===== src/hdl/hpg_pkg.sv =====
// Shared constants, types and elaboration-time helpers for the Halton point generator.
// Used by hpg_lane and halton_point_generator; depends on nothing else.
package hpg_pkg;

  localparam int unsigned DEF_FRAC_BITS  = 32;
  localparam int unsigned DEF_NUM_BASES  = 6;
  localparam int unsigned DEF_MAX_DIGITS = 32;

  localparam int unsigned NUM_COORDS = 6;
  localparam int unsigned COORD_W    = 32;
  localparam int unsigned IDX_W      = 32;
  localparam int unsigned DIGIT_W    = 4;
  localparam int unsigned DIMS_W     = 3;
  localparam int unsigned CFG_IDX_W  = 1;
  localparam int unsigned CFG_DATA_W = 32;

  // wide enough for 13 * (2^64 + 1)
  localparam int unsigned PW = 72;

  localparam int unsigned PRIME [NUM_COORDS] = '{2, 3, 5, 7, 11, 13};

  localparam logic [CFG_IDX_W-1:0] REG_NUM_POINTS = 1'd0;
  localparam logic [CFG_IDX_W-1:0] REG_NUM_DIMS   = 1'd1;

  localparam logic [IDX_W-1:0]  NUM_POINTS_RST = 32'd1024;
  localparam logic [DIMS_W-1:0] NUM_DIMS_RST   = 3'd3;

  typedef struct packed {
    logic start;   // item accepted: clear accumulator, arm carry
    logic clear;   // digits of this pass read as zero
    logic step;    // process one digit
  } hpg_lane_ctl_t;

  // b^e, saturated just above 2^fb (any larger power gives a zero weight)
  function automatic logic [PW-1:0] cap_pow(input int unsigned b, input int unsigned e,
                                            input int unsigned fb);
    logic [PW-1:0] p;
    logic [PW-1:0] lim;
    p   = PW'(1);
    lim = PW'(1) << fb;
    for (int unsigned i = 0; i < e; i++) begin
      p = p * PW'(b);
      if (p > lim) begin
        p = lim + PW'(1);
      end
    end
    return p;
  endfunction

endpackage


===== src/hdl/hpg_lane.sv =====
// One base of the generator: digit ring for the index, weight table, serial accumulator.
// Depends on hpg_pkg.
module hpg_lane #(
  parameter int unsigned FRAC_BITS  = hpg_pkg::DEF_FRAC_BITS,
  parameter int unsigned MAX_DIGITS = hpg_pkg::DEF_MAX_DIGITS,
  parameter int unsigned BASE       = 2
) (
  input  logic                             clk,
  input  hpg_pkg::hpg_lane_ctl_t           ctl,
  input  logic [$clog2(MAX_DIGITS)-1:0]    dig_idx,
  output logic [hpg_pkg::COORD_W-1:0]      coord
);
  import hpg_pkg::*;

  localparam int unsigned PROD_W = FRAC_BITS + DIGIT_W;
  localparam int unsigned EXT_W  = FRAC_BITS + COORD_W;
  localparam logic [PW-1:0] FULL = PW'(1) << FRAC_BITS;

  logic [DIGIT_W-1:0]   ring_r   [MAX_DIGITS];
  logic [DIGIT_W-1:0]   ring_nxt [MAX_DIGITS];
  logic [FRAC_BITS-1:0] wgt_tab  [MAX_DIGITS];
  logic [FRAC_BITS-1:0] acc_r;
  logic                 carry_r;
  logic                 clr_r;

  logic [DIGIT_W-1:0]   head;
  logic [DIGIT_W:0]     inc;
  logic                 wrap;
  logic [DIGIT_W-1:0]   new_d;
  logic [PROD_W-1:0]    prod;
  logic [EXT_W-1:0]     acc_ext;

  // weight j = floor(2^FRAC_BITS / BASE^(j+1)), fixed at elaboration
  for (genvar j = 0; j < MAX_DIGITS; j++) begin : g_wgt
    localparam logic [PW-1:0] POW = cap_pow(BASE, j + 1, FRAC_BITS);
    localparam logic [PW-1:0] WGT = FULL / POW;
    assign wgt_tab[j] = WGT[FRAC_BITS-1:0];
  end

  always_comb begin
    head  = clr_r ? '0 : ring_r[0];
    inc   = {1'b0, head} + (DIGIT_W+1)'(1);
    wrap  = (inc >= (DIGIT_W+1)'(BASE));
    new_d = carry_r ? (wrap ? '0 : inc[DIGIT_W-1:0]) : head;
    prod  = PROD_W'(new_d) * PROD_W'(wgt_tab[dig_idx]);
    for (int i = 0; i < MAX_DIGITS - 1; i++) begin
      ring_nxt[i] = ring_r[i+1];
    end
    ring_nxt[MAX_DIGITS-1] = new_d;
  end

  // ring rotates once per pass, least significant digit at the head
  always_ff @(posedge clk) begin
    if (ctl.start) begin
      acc_r   <= '0;
      carry_r <= 1'b1;
      clr_r   <= ctl.clear;
    end else if (ctl.step) begin
      ring_r  <= ring_nxt;
      acc_r   <= acc_r + prod[FRAC_BITS-1:0];
      carry_r <= carry_r & wrap;
    end
  end

  assign acc_ext = EXT_W'(acc_r);
  assign coord   = acc_ext[COORD_W-1:0];

endmodule


===== src/hdl/halton_point_generator.sv =====
// Halton point generator: each accepted request yields the next Halton point, index from 1 up.
// A point passes through ST_IDLE, which takes the request, then ST_RUN, which handles one digit of
// every base per cycle as the per-base digit rings rotate through the increment-with-carry and the
// weighted accumulate, then ST_FINISH, which loads the output register once it is empty or not stalled.
// The next request is taken while a finished point still waits in the output register.
// Coordinates are 0.32 fractions; bases at or past num_dims read zero. After the point whose
// index equals num_points (or index 2^32-1) last_point is set and the next point is index 1;
// in_restart does the same before the point it comes with. Write num_points/num_dims only idle.
// Depends on hpg_pkg and hpg_lane.
module halton_point_generator #(
  parameter int unsigned FRAC_BITS  = hpg_pkg::DEF_FRAC_BITS,
  parameter int unsigned NUM_BASES  = hpg_pkg::DEF_NUM_BASES,
  parameter int unsigned MAX_DIGITS = hpg_pkg::DEF_MAX_DIGITS
) (
  input  logic                              clk,
  input  logic                              rst_n,
  input  logic                              cfg_we,
  input  logic [hpg_pkg::CFG_IDX_W-1:0]     cfg_index,
  input  logic [hpg_pkg::CFG_DATA_W-1:0]    cfg_wdata,
  input  logic                              in_valid,
  output logic                              in_stall,
  input  logic                              in_restart,
  output logic                              out_valid,
  input  logic                              out_stall,
  output logic [hpg_pkg::COORD_W-1:0]       out_coord_base2,
  output logic [hpg_pkg::COORD_W-1:0]       out_coord_base3,
  output logic [hpg_pkg::COORD_W-1:0]       out_coord_base5,
  output logic [hpg_pkg::COORD_W-1:0]       out_coord_base7,
  output logic [hpg_pkg::COORD_W-1:0]       out_coord_base11,
  output logic [hpg_pkg::COORD_W-1:0]       out_coord_base13,
  output logic [hpg_pkg::IDX_W-1:0]         out_point_index,
  output logic                              out_last_point
);
  import hpg_pkg::*;

  localparam int unsigned CNT_W = $clog2(MAX_DIGITS);
  localparam logic [CNT_W-1:0] CNT_LAST = CNT_W'(MAX_DIGITS - 1);

  typedef enum logic [2:0] {
    ST_IDLE   = 3'b001,
    ST_RUN    = 3'b010,
    ST_FINISH = 3'b100
  } hpg_state_t;

  hpg_state_t          state_r, state_nxt;
  logic [CNT_W-1:0]    dig_cnt_r;
  logic [IDX_W-1:0]    index_r;
  logic                wrap_r;
  logic [IDX_W-1:0]    num_points_r;
  logic [DIMS_W-1:0]   num_dims_r;
  logic                out_valid_r;
  logic [COORD_W-1:0]  out_coord_r [NUM_COORDS];
  logic [IDX_W-1:0]    out_index_r;
  logic                out_last_r;
  logic                last_r;

  logic                in_xfer;
  logic                out_free;
  logic                seq_clear;
  logic [IDX_W-1:0]    index_nxt;
  logic                last_nxt;
  hpg_lane_ctl_t       lane_ctl;
  logic [COORD_W-1:0]  lane_coord [NUM_COORDS];

  assign in_stall  = (state_r != ST_IDLE);
  assign in_xfer   = in_valid && !in_stall;
  assign out_free  = !out_valid_r || !out_stall;
  // a wrap after the previous point acts like a restart
  assign seq_clear = in_restart || wrap_r;
  assign index_nxt = (seq_clear ? '0 : index_r) + IDX_W'(1);
  assign last_nxt  = (index_nxt == num_points_r) || (index_nxt == '1);

  assign lane_ctl.start = in_xfer;
  assign lane_ctl.clear = seq_clear;
  assign lane_ctl.step  = (state_r == ST_RUN);

  for (genvar k = 0; k < NUM_COORDS; k++) begin : g_lane
    if (k < NUM_BASES) begin : g_used
      hpg_lane #(
        .FRAC_BITS  (FRAC_BITS),
        .MAX_DIGITS (MAX_DIGITS),
        .BASE       (PRIME[k])
      ) u_lane (
        .clk     (clk),
        .ctl     (lane_ctl),
        .dig_idx (dig_cnt_r),
        .coord   (lane_coord[k])
      );
    end else begin : g_unused
      assign lane_coord[k] = '0;
    end
  end

  always_comb begin
    state_nxt = state_r;
    case (state_r)
      ST_IDLE: begin
        if (in_xfer) state_nxt = ST_RUN;
      end
      ST_RUN: begin
        if (dig_cnt_r == CNT_LAST) state_nxt = ST_FINISH;
      end
      ST_FINISH: begin
        if (out_free) state_nxt = ST_IDLE;
      end
      default: state_nxt = ST_IDLE;
    endcase
  end

  always_ff @(posedge clk) begin
    if (!rst_n) begin
      state_r      <= ST_IDLE;
      dig_cnt_r    <= '0;
      index_r      <= '0;
      wrap_r       <= 1'b1;
      num_points_r <= NUM_POINTS_RST;
      num_dims_r   <= NUM_DIMS_RST;
      out_valid_r  <= 1'b0;
    end else begin
      state_r <= state_nxt;
      if (in_xfer) begin
        dig_cnt_r <= '0;
        index_r   <= index_nxt;
        wrap_r    <= last_nxt;
      end else if (state_r == ST_RUN) begin
        dig_cnt_r <= dig_cnt_r + CNT_W'(1);
      end
      if (cfg_we) begin
        case (cfg_index)
          REG_NUM_POINTS: num_points_r <= cfg_wdata[IDX_W-1:0];
          REG_NUM_DIMS:   num_dims_r   <= cfg_wdata[DIMS_W-1:0];
          default: ;
        endcase
      end
      if (state_r == ST_FINISH && out_free) begin
        out_valid_r <= 1'b1;
      end else if (!out_stall) begin
        out_valid_r <= 1'b0;
      end
    end
  end

  always_ff @(posedge clk) begin
    if (in_xfer) begin
      last_r <= last_nxt;
    end
    if (state_r == ST_FINISH && out_free) begin
      for (int k = 0; k < NUM_COORDS; k++) begin
        out_coord_r[k] <= (DIMS_W'(k) < num_dims_r) ? lane_coord[k] : '0;
      end
      out_index_r <= index_r;
      out_last_r  <= last_r;
    end
  end

  assign out_valid        = out_valid_r;
  assign out_coord_base2  = out_coord_r[0];
  assign out_coord_base3  = out_coord_r[1];
  assign out_coord_base5  = out_coord_r[2];
  assign out_coord_base7  = out_coord_r[3];
  assign out_coord_base11 = out_coord_r[4];
  assign out_coord_base13 = out_coord_r[5];
  assign out_point_index  = out_index_r;
  assign out_last_point   = out_last_r;

  a_accept_starts_pass: assert property (@(posedge clk) disable iff (!rst_n)
    in_xfer |=> (state_r == ST_RUN) && (dig_cnt_r == '0))
    else $error("accepted item did not start a digit pass");

  a_result_from_finish: assert property (@(posedge clk) disable iff (!rst_n)
    $rose(out_valid_r) |-> $past(state_r == ST_FINISH))
    else $error("result appeared without a finished pass");

  a_index_nonzero: assert property (@(posedge clk) disable iff (!rst_n)
    out_valid_r |-> (out_point_index != '0))
    else $error("point index zero on output");

  a_last_matches: assert property (@(posedge clk) disable iff (!rst_n)
    (out_valid_r && out_last_point) |->
      ((out_point_index == num_points_r) || (out_point_index == '1)))
    else $error("last flag on a point that does not end the sequence");

  a_wrap_restarts: assert property (@(posedge clk) disable iff (!rst_n)
    (in_xfer && wrap_r) |=> (index_r == IDX_W'(1)))
    else $error("sequence did not wrap to index one");

endmodule

===== config.mk =====
export PLATFORM = sky130hd
export DESIGN_NAME = halton_point_generator
export DESIGN_NICKNAME = d
export VERILOG_FILES = /design/src/hdl/hpg_pkg.sv /design/src/hdl/hpg_lane.sv /design/src/hdl/halton_point_generator.sv
export SDC_FILE = /design/constraint.sdc
export NUM_CORES = 2
export LEC_CHECK = 0
export ABC_AREA = 1
export BUFFER_PORTS_ARGS = -buffer_cell sky130_fd_sc_hd__clkbuf_2
export CAP_MARGIN = 40
export CORE_UTILIZATION = 35
export DETAILED_ROUTE_END_ITERATION = 6
export GPL_ROUTABILITY_DRIVEN = 0
export SLEW_MARGIN = 20
export SYNTH_ARGS = -nofsm -noshare
export SYNTH_HDL_FRONTEND = slang
export SYNTH_SLANG_ARGS = --single-unit

===== constraint.sdc =====
create_clock -name clk -period 28.2 [get_ports clk]
set_input_delay 4.23 -clock clk [delete_from_list [all_inputs] [get_ports clk]]
set_output_delay 4.23 -clock clk [all_outputs]
set_load 0.01 [all_outputs]

==> impl_metrics.csv <==
group,metric,value,unit
route,top_layer,"met4",
setup_path,cp.depth,29,
sta,min_period,7.06,ns
finish,design_area,79300,um2
global_route,grt_pass1_vias,47500,
power,ir_drop,0.0617,mV
logic_synthesis,async_flop_share,0,%
clocking,htree_levels,4,
global_route,grt_pass1_wl,275000,um
place,placed_cell_area,74300,um2
min_path,hold-path-cell-count,0,
clocking,ctsResizeCount,0,
sta,fmax,0.142,GHz
route,drt_wl_total,178000,um
sta,post-route-period-util,25.0,%
route,met2_length,83300,um
status,failed_checks,"DRC",
finish,area.growth.synth_to_final,14.0,%
min_path,hp-class,"reg -> reg",
setup_path,regToRegSetupSlack,21.14,ns
die,die_w,448,um
logic_synthesis,synth_area,69600,um2
sta,rsz0062_at_grt,"false",
route,dr_wl_met3,13100,um
logic_synthesis,ys_ff_latch,1270,
global_route,grt_max_degree,114,
die,die_y,448,um
run,cap_violations,0,
clocking,cts_tree,"yes",
clocking,clockRootBuffer,"clkbuf_16",
setup_path,critical-path-top-delay-family,"simple AND/OR/NAND/NOR gates",
clocking,clk_pin_slew,0.06,ns
logic_synthesis,synth-edff-count,995,
min_path,holdPathEnd,"g_lane[4].g_used.u_lane.ring_nxt[25]",
logic_synthesis,synth_fp_nets,7636,
clocking,insertion_delay,0.80,ns
logic_synthesis,ys_warn_count,0,
clocking,holdBufCountCts,0,
finish,drive_above_1_share,8.57,%
power,p_leak,35.3,nW
logic_synthesis,synth_xor_area_share,1.93,%
sta,fin_tns_setup,0,ns
status,status,"complete, but fails checks",
min_path,hp-start,"g_lane[4].g_used.u_lane.ring_nxt[21]",
finish,mostFrequentLayoutCells,"inv_1 (1373), nor2_1 (999), edfxtp_1 (995)",
setup_path,worst_ep_arrival_time,7.73,ns
die,io_pins,266,
setup_path,r2r-end,"g_lane[2].g_used.u_lane.coord[30]",
logic_synthesis,muxShareOfSynthArea,0,%
die,core_area,197000,um2
route,drc,1,
route,via_per_inst,4.86,
setup_path,crit_fanout,23,
finish,nFillCells,19200,
sta,tightest_slew,0.887,ns
finish,nNetsFinal,7937,
sta,finalHoldViolCount,0,
power,power_density,71.4,nW/um2
route,vias,48200,
sta,maxSlewHeadroom,40.5,%
logic_synthesis,synthCells,6855,
logic_synthesis,yosysSeqAreaShare,50.8,%
sta,skew,0.0453,ns
sta,setup_viol,0,
setup_path,endpoint_kind,"register",
die,start_util,35.3,%
route,dr.pass1.iters,7,
logic_synthesis,synth_top_family_by_area,"adder cells",
clocking,postCtsSetupRepairBufs,0,
setup_path,slowest_stage,"nor2_1",
die,rows,163,
setup_path,worstSetupStartpointType,"register",
setup_path,worstPathRequired,28.87,ns
logic_synthesis,synth_flop_cell,"edfxtp_1",
logic_synthesis,yosysUniqueCellTypes,50,
power,total_power,5.66,mW
global_route,antenna_found_initial,3,
route,wl_per_cell,18.0,um
sta,holdWs,0.389,ns
sta,drv_slew,0,
logic_synthesis,yosys.area_share.simple,13.6,%
place,hpwlAfterDp,135000,um
route,ant_nets,0,
logic_synthesis,avgSynthCellArea,10.2,um2
finish,antenna_cells,0,
clocking,numCtsBuffers,140,
setup_path,ff2ff_path_depth,29,
global_route,overflow,0,
setup_path,worstSetupPathType,"reg -> reg",
die,die_area,201000,um2
finish,final_common_cell,"inv_1",
place,io_buffers,265,
setup_path,r2r_start,"g_lane[4].g_used.u_lane.clr_r",
route,wl_met1,73100,um
setup_path,path_buf_inv,7,
route,drtIter0Drc,4137,
logic_synthesis,synth_fa_ha_area_share,18.2,%
global_route,grt_use_total,17.8,%
setup_path,crit_path_max_incr_delay,0.47,ns
clocking,cts.sinks,1270,
clocking,cts_buffer_depth,3,
logic_synthesis,synth_compound_area_share,6.92,%
-- logic make-up after synthesis --
logic type | Yosys count
adders and majority gates | 742
xor gates and xnor gates | 152
DFF | 1270
AOI/OAI and AO/OA | 803
and+or+nand+nor | 2326
buffers and inverters | 1562
-- cell usage after synthesis (all sizes together) (16+ instances only) --
master / n / share of area (%)
a21o: 27 / 0.29
a21oi: 280 / 2.0
a31oi: 28 / 0.25
buf: 28 / 0.20
clkbuf: 146 / 0.79
dfxtp: 275 / 7.9
edfxtp: 995 / 43
fa: 452 / 13
ha: 290 / 5.2
inv: 1381 / 7.4
nand2: 900 / 4.9
nand3: 245 / 1.8
nand3b: 25 / 0.27
nand4: 43 / 0.40
nor2: 1018 / 5.6
nor3: 62 / 0.45
o211ai: 134 / 1.4
o21ai: 206 / 1.5
o21bai: 38 / 0.41
o22ai: 20 / 0.18
or2: 16 / 0.14
xnor2: 74 / 0.93
xor2: 77 / 0.97
-- stage by stage --
step | util, % | setup WS (ns) | instances
2_1_floorplan | - | 4.68 | 6855
3_3_place_gp | 37.5 | 21.06 | 9632
3_5_place_dp | 37.6 | 20.99 | 9647
4_1_cts | 40.1 | 21.20 | 9906
5_1_grt | 40.2 | 20.65 | 9913
6_report | 40.2 | 21.14 | 9913
-- worst reg2reg max path: cells and delay by family, from the launching register on --
kind	cells	cell delay, ns
AND/OR/NAND/NOR	15	2.75
adder cells (fa/ha/maj)	5	1.93
buffers and inverters	7	1.47
flip-flops	1	0.40
AO/OA/AOI/OAI	2	0.40
-- flip-flops by register name (all words and copies together) (netlist names) --
name,cells
g_lane.g_used.u_lane.ring_nxt,744
g_lane.g_used.u_lane.coord,192
out_coord_r,192
index_r,32
num_points_r,32
out_point_index,32
g_lane.g_used.u_lane.ring_r,24
g_lane.g_used.u_lane.carry_r,6
dig_cnt_r,5
num_dims_r,3
state_r,3
g_lane.g_used.u_lane.clr_r,1
last_r,1
out_last_point,1
out_valid,1
wrap_r,1
-- cell type report --
type                       instances  area (um2)  share of cell area (%)
clock buffer                     167        3680                    4.63
clock inverter                    92        1200                    1.52
inverter                        1388        5220                    6.58
multi-input combinational       4023       28400                    35.8
sequential                      1270       35400                    44.6
tap                             2640        3300                    4.16
timing repair buffer             333        2160                    2.73
-- power by group --
group          leakage (nW)  switching [mW]  total, mW  internal, mW
combinational          21.7           0.990       1.51         0.517
clock                  2.35           0.794       1.93          1.13
sequential             11.2          0.0655       2.23          2.17
total                  35.3            1.85       5.66          3.81
-- layer usage --
metal  track usage [%]  vias to the layer above
met5                 0                        -
met4              7.93                        0
met3              3.75                      435
met2              29.1                     1755
met1              22.5                    23300
li1                  -                    22700
-- how the worst max path moves through the flow --
stage	startpoint	end	slack, ns
floorplan	state_r[0]	g_lane[3].g_used.u_lane.coord[31]	4.68
global placement	in_restart	last_r	21.06
detailed placement	in_restart	last_r	20.99
CTS	g_lane[4].g_used.u_lane.clr_r	g_lane[2].g_used.u_lane.coord[30]	21.20
global route	g_lane[4].g_used.u_lane.clr_r	g_lane[2].g_used.u_lane.coord[30]	20.65
finish	g_lane[4].g_used.u_lane.clr_r	g_lane[2].g_used.u_lane.coord[30]	21.14
No activity file was read; power rests on OpenSTA's default activity.
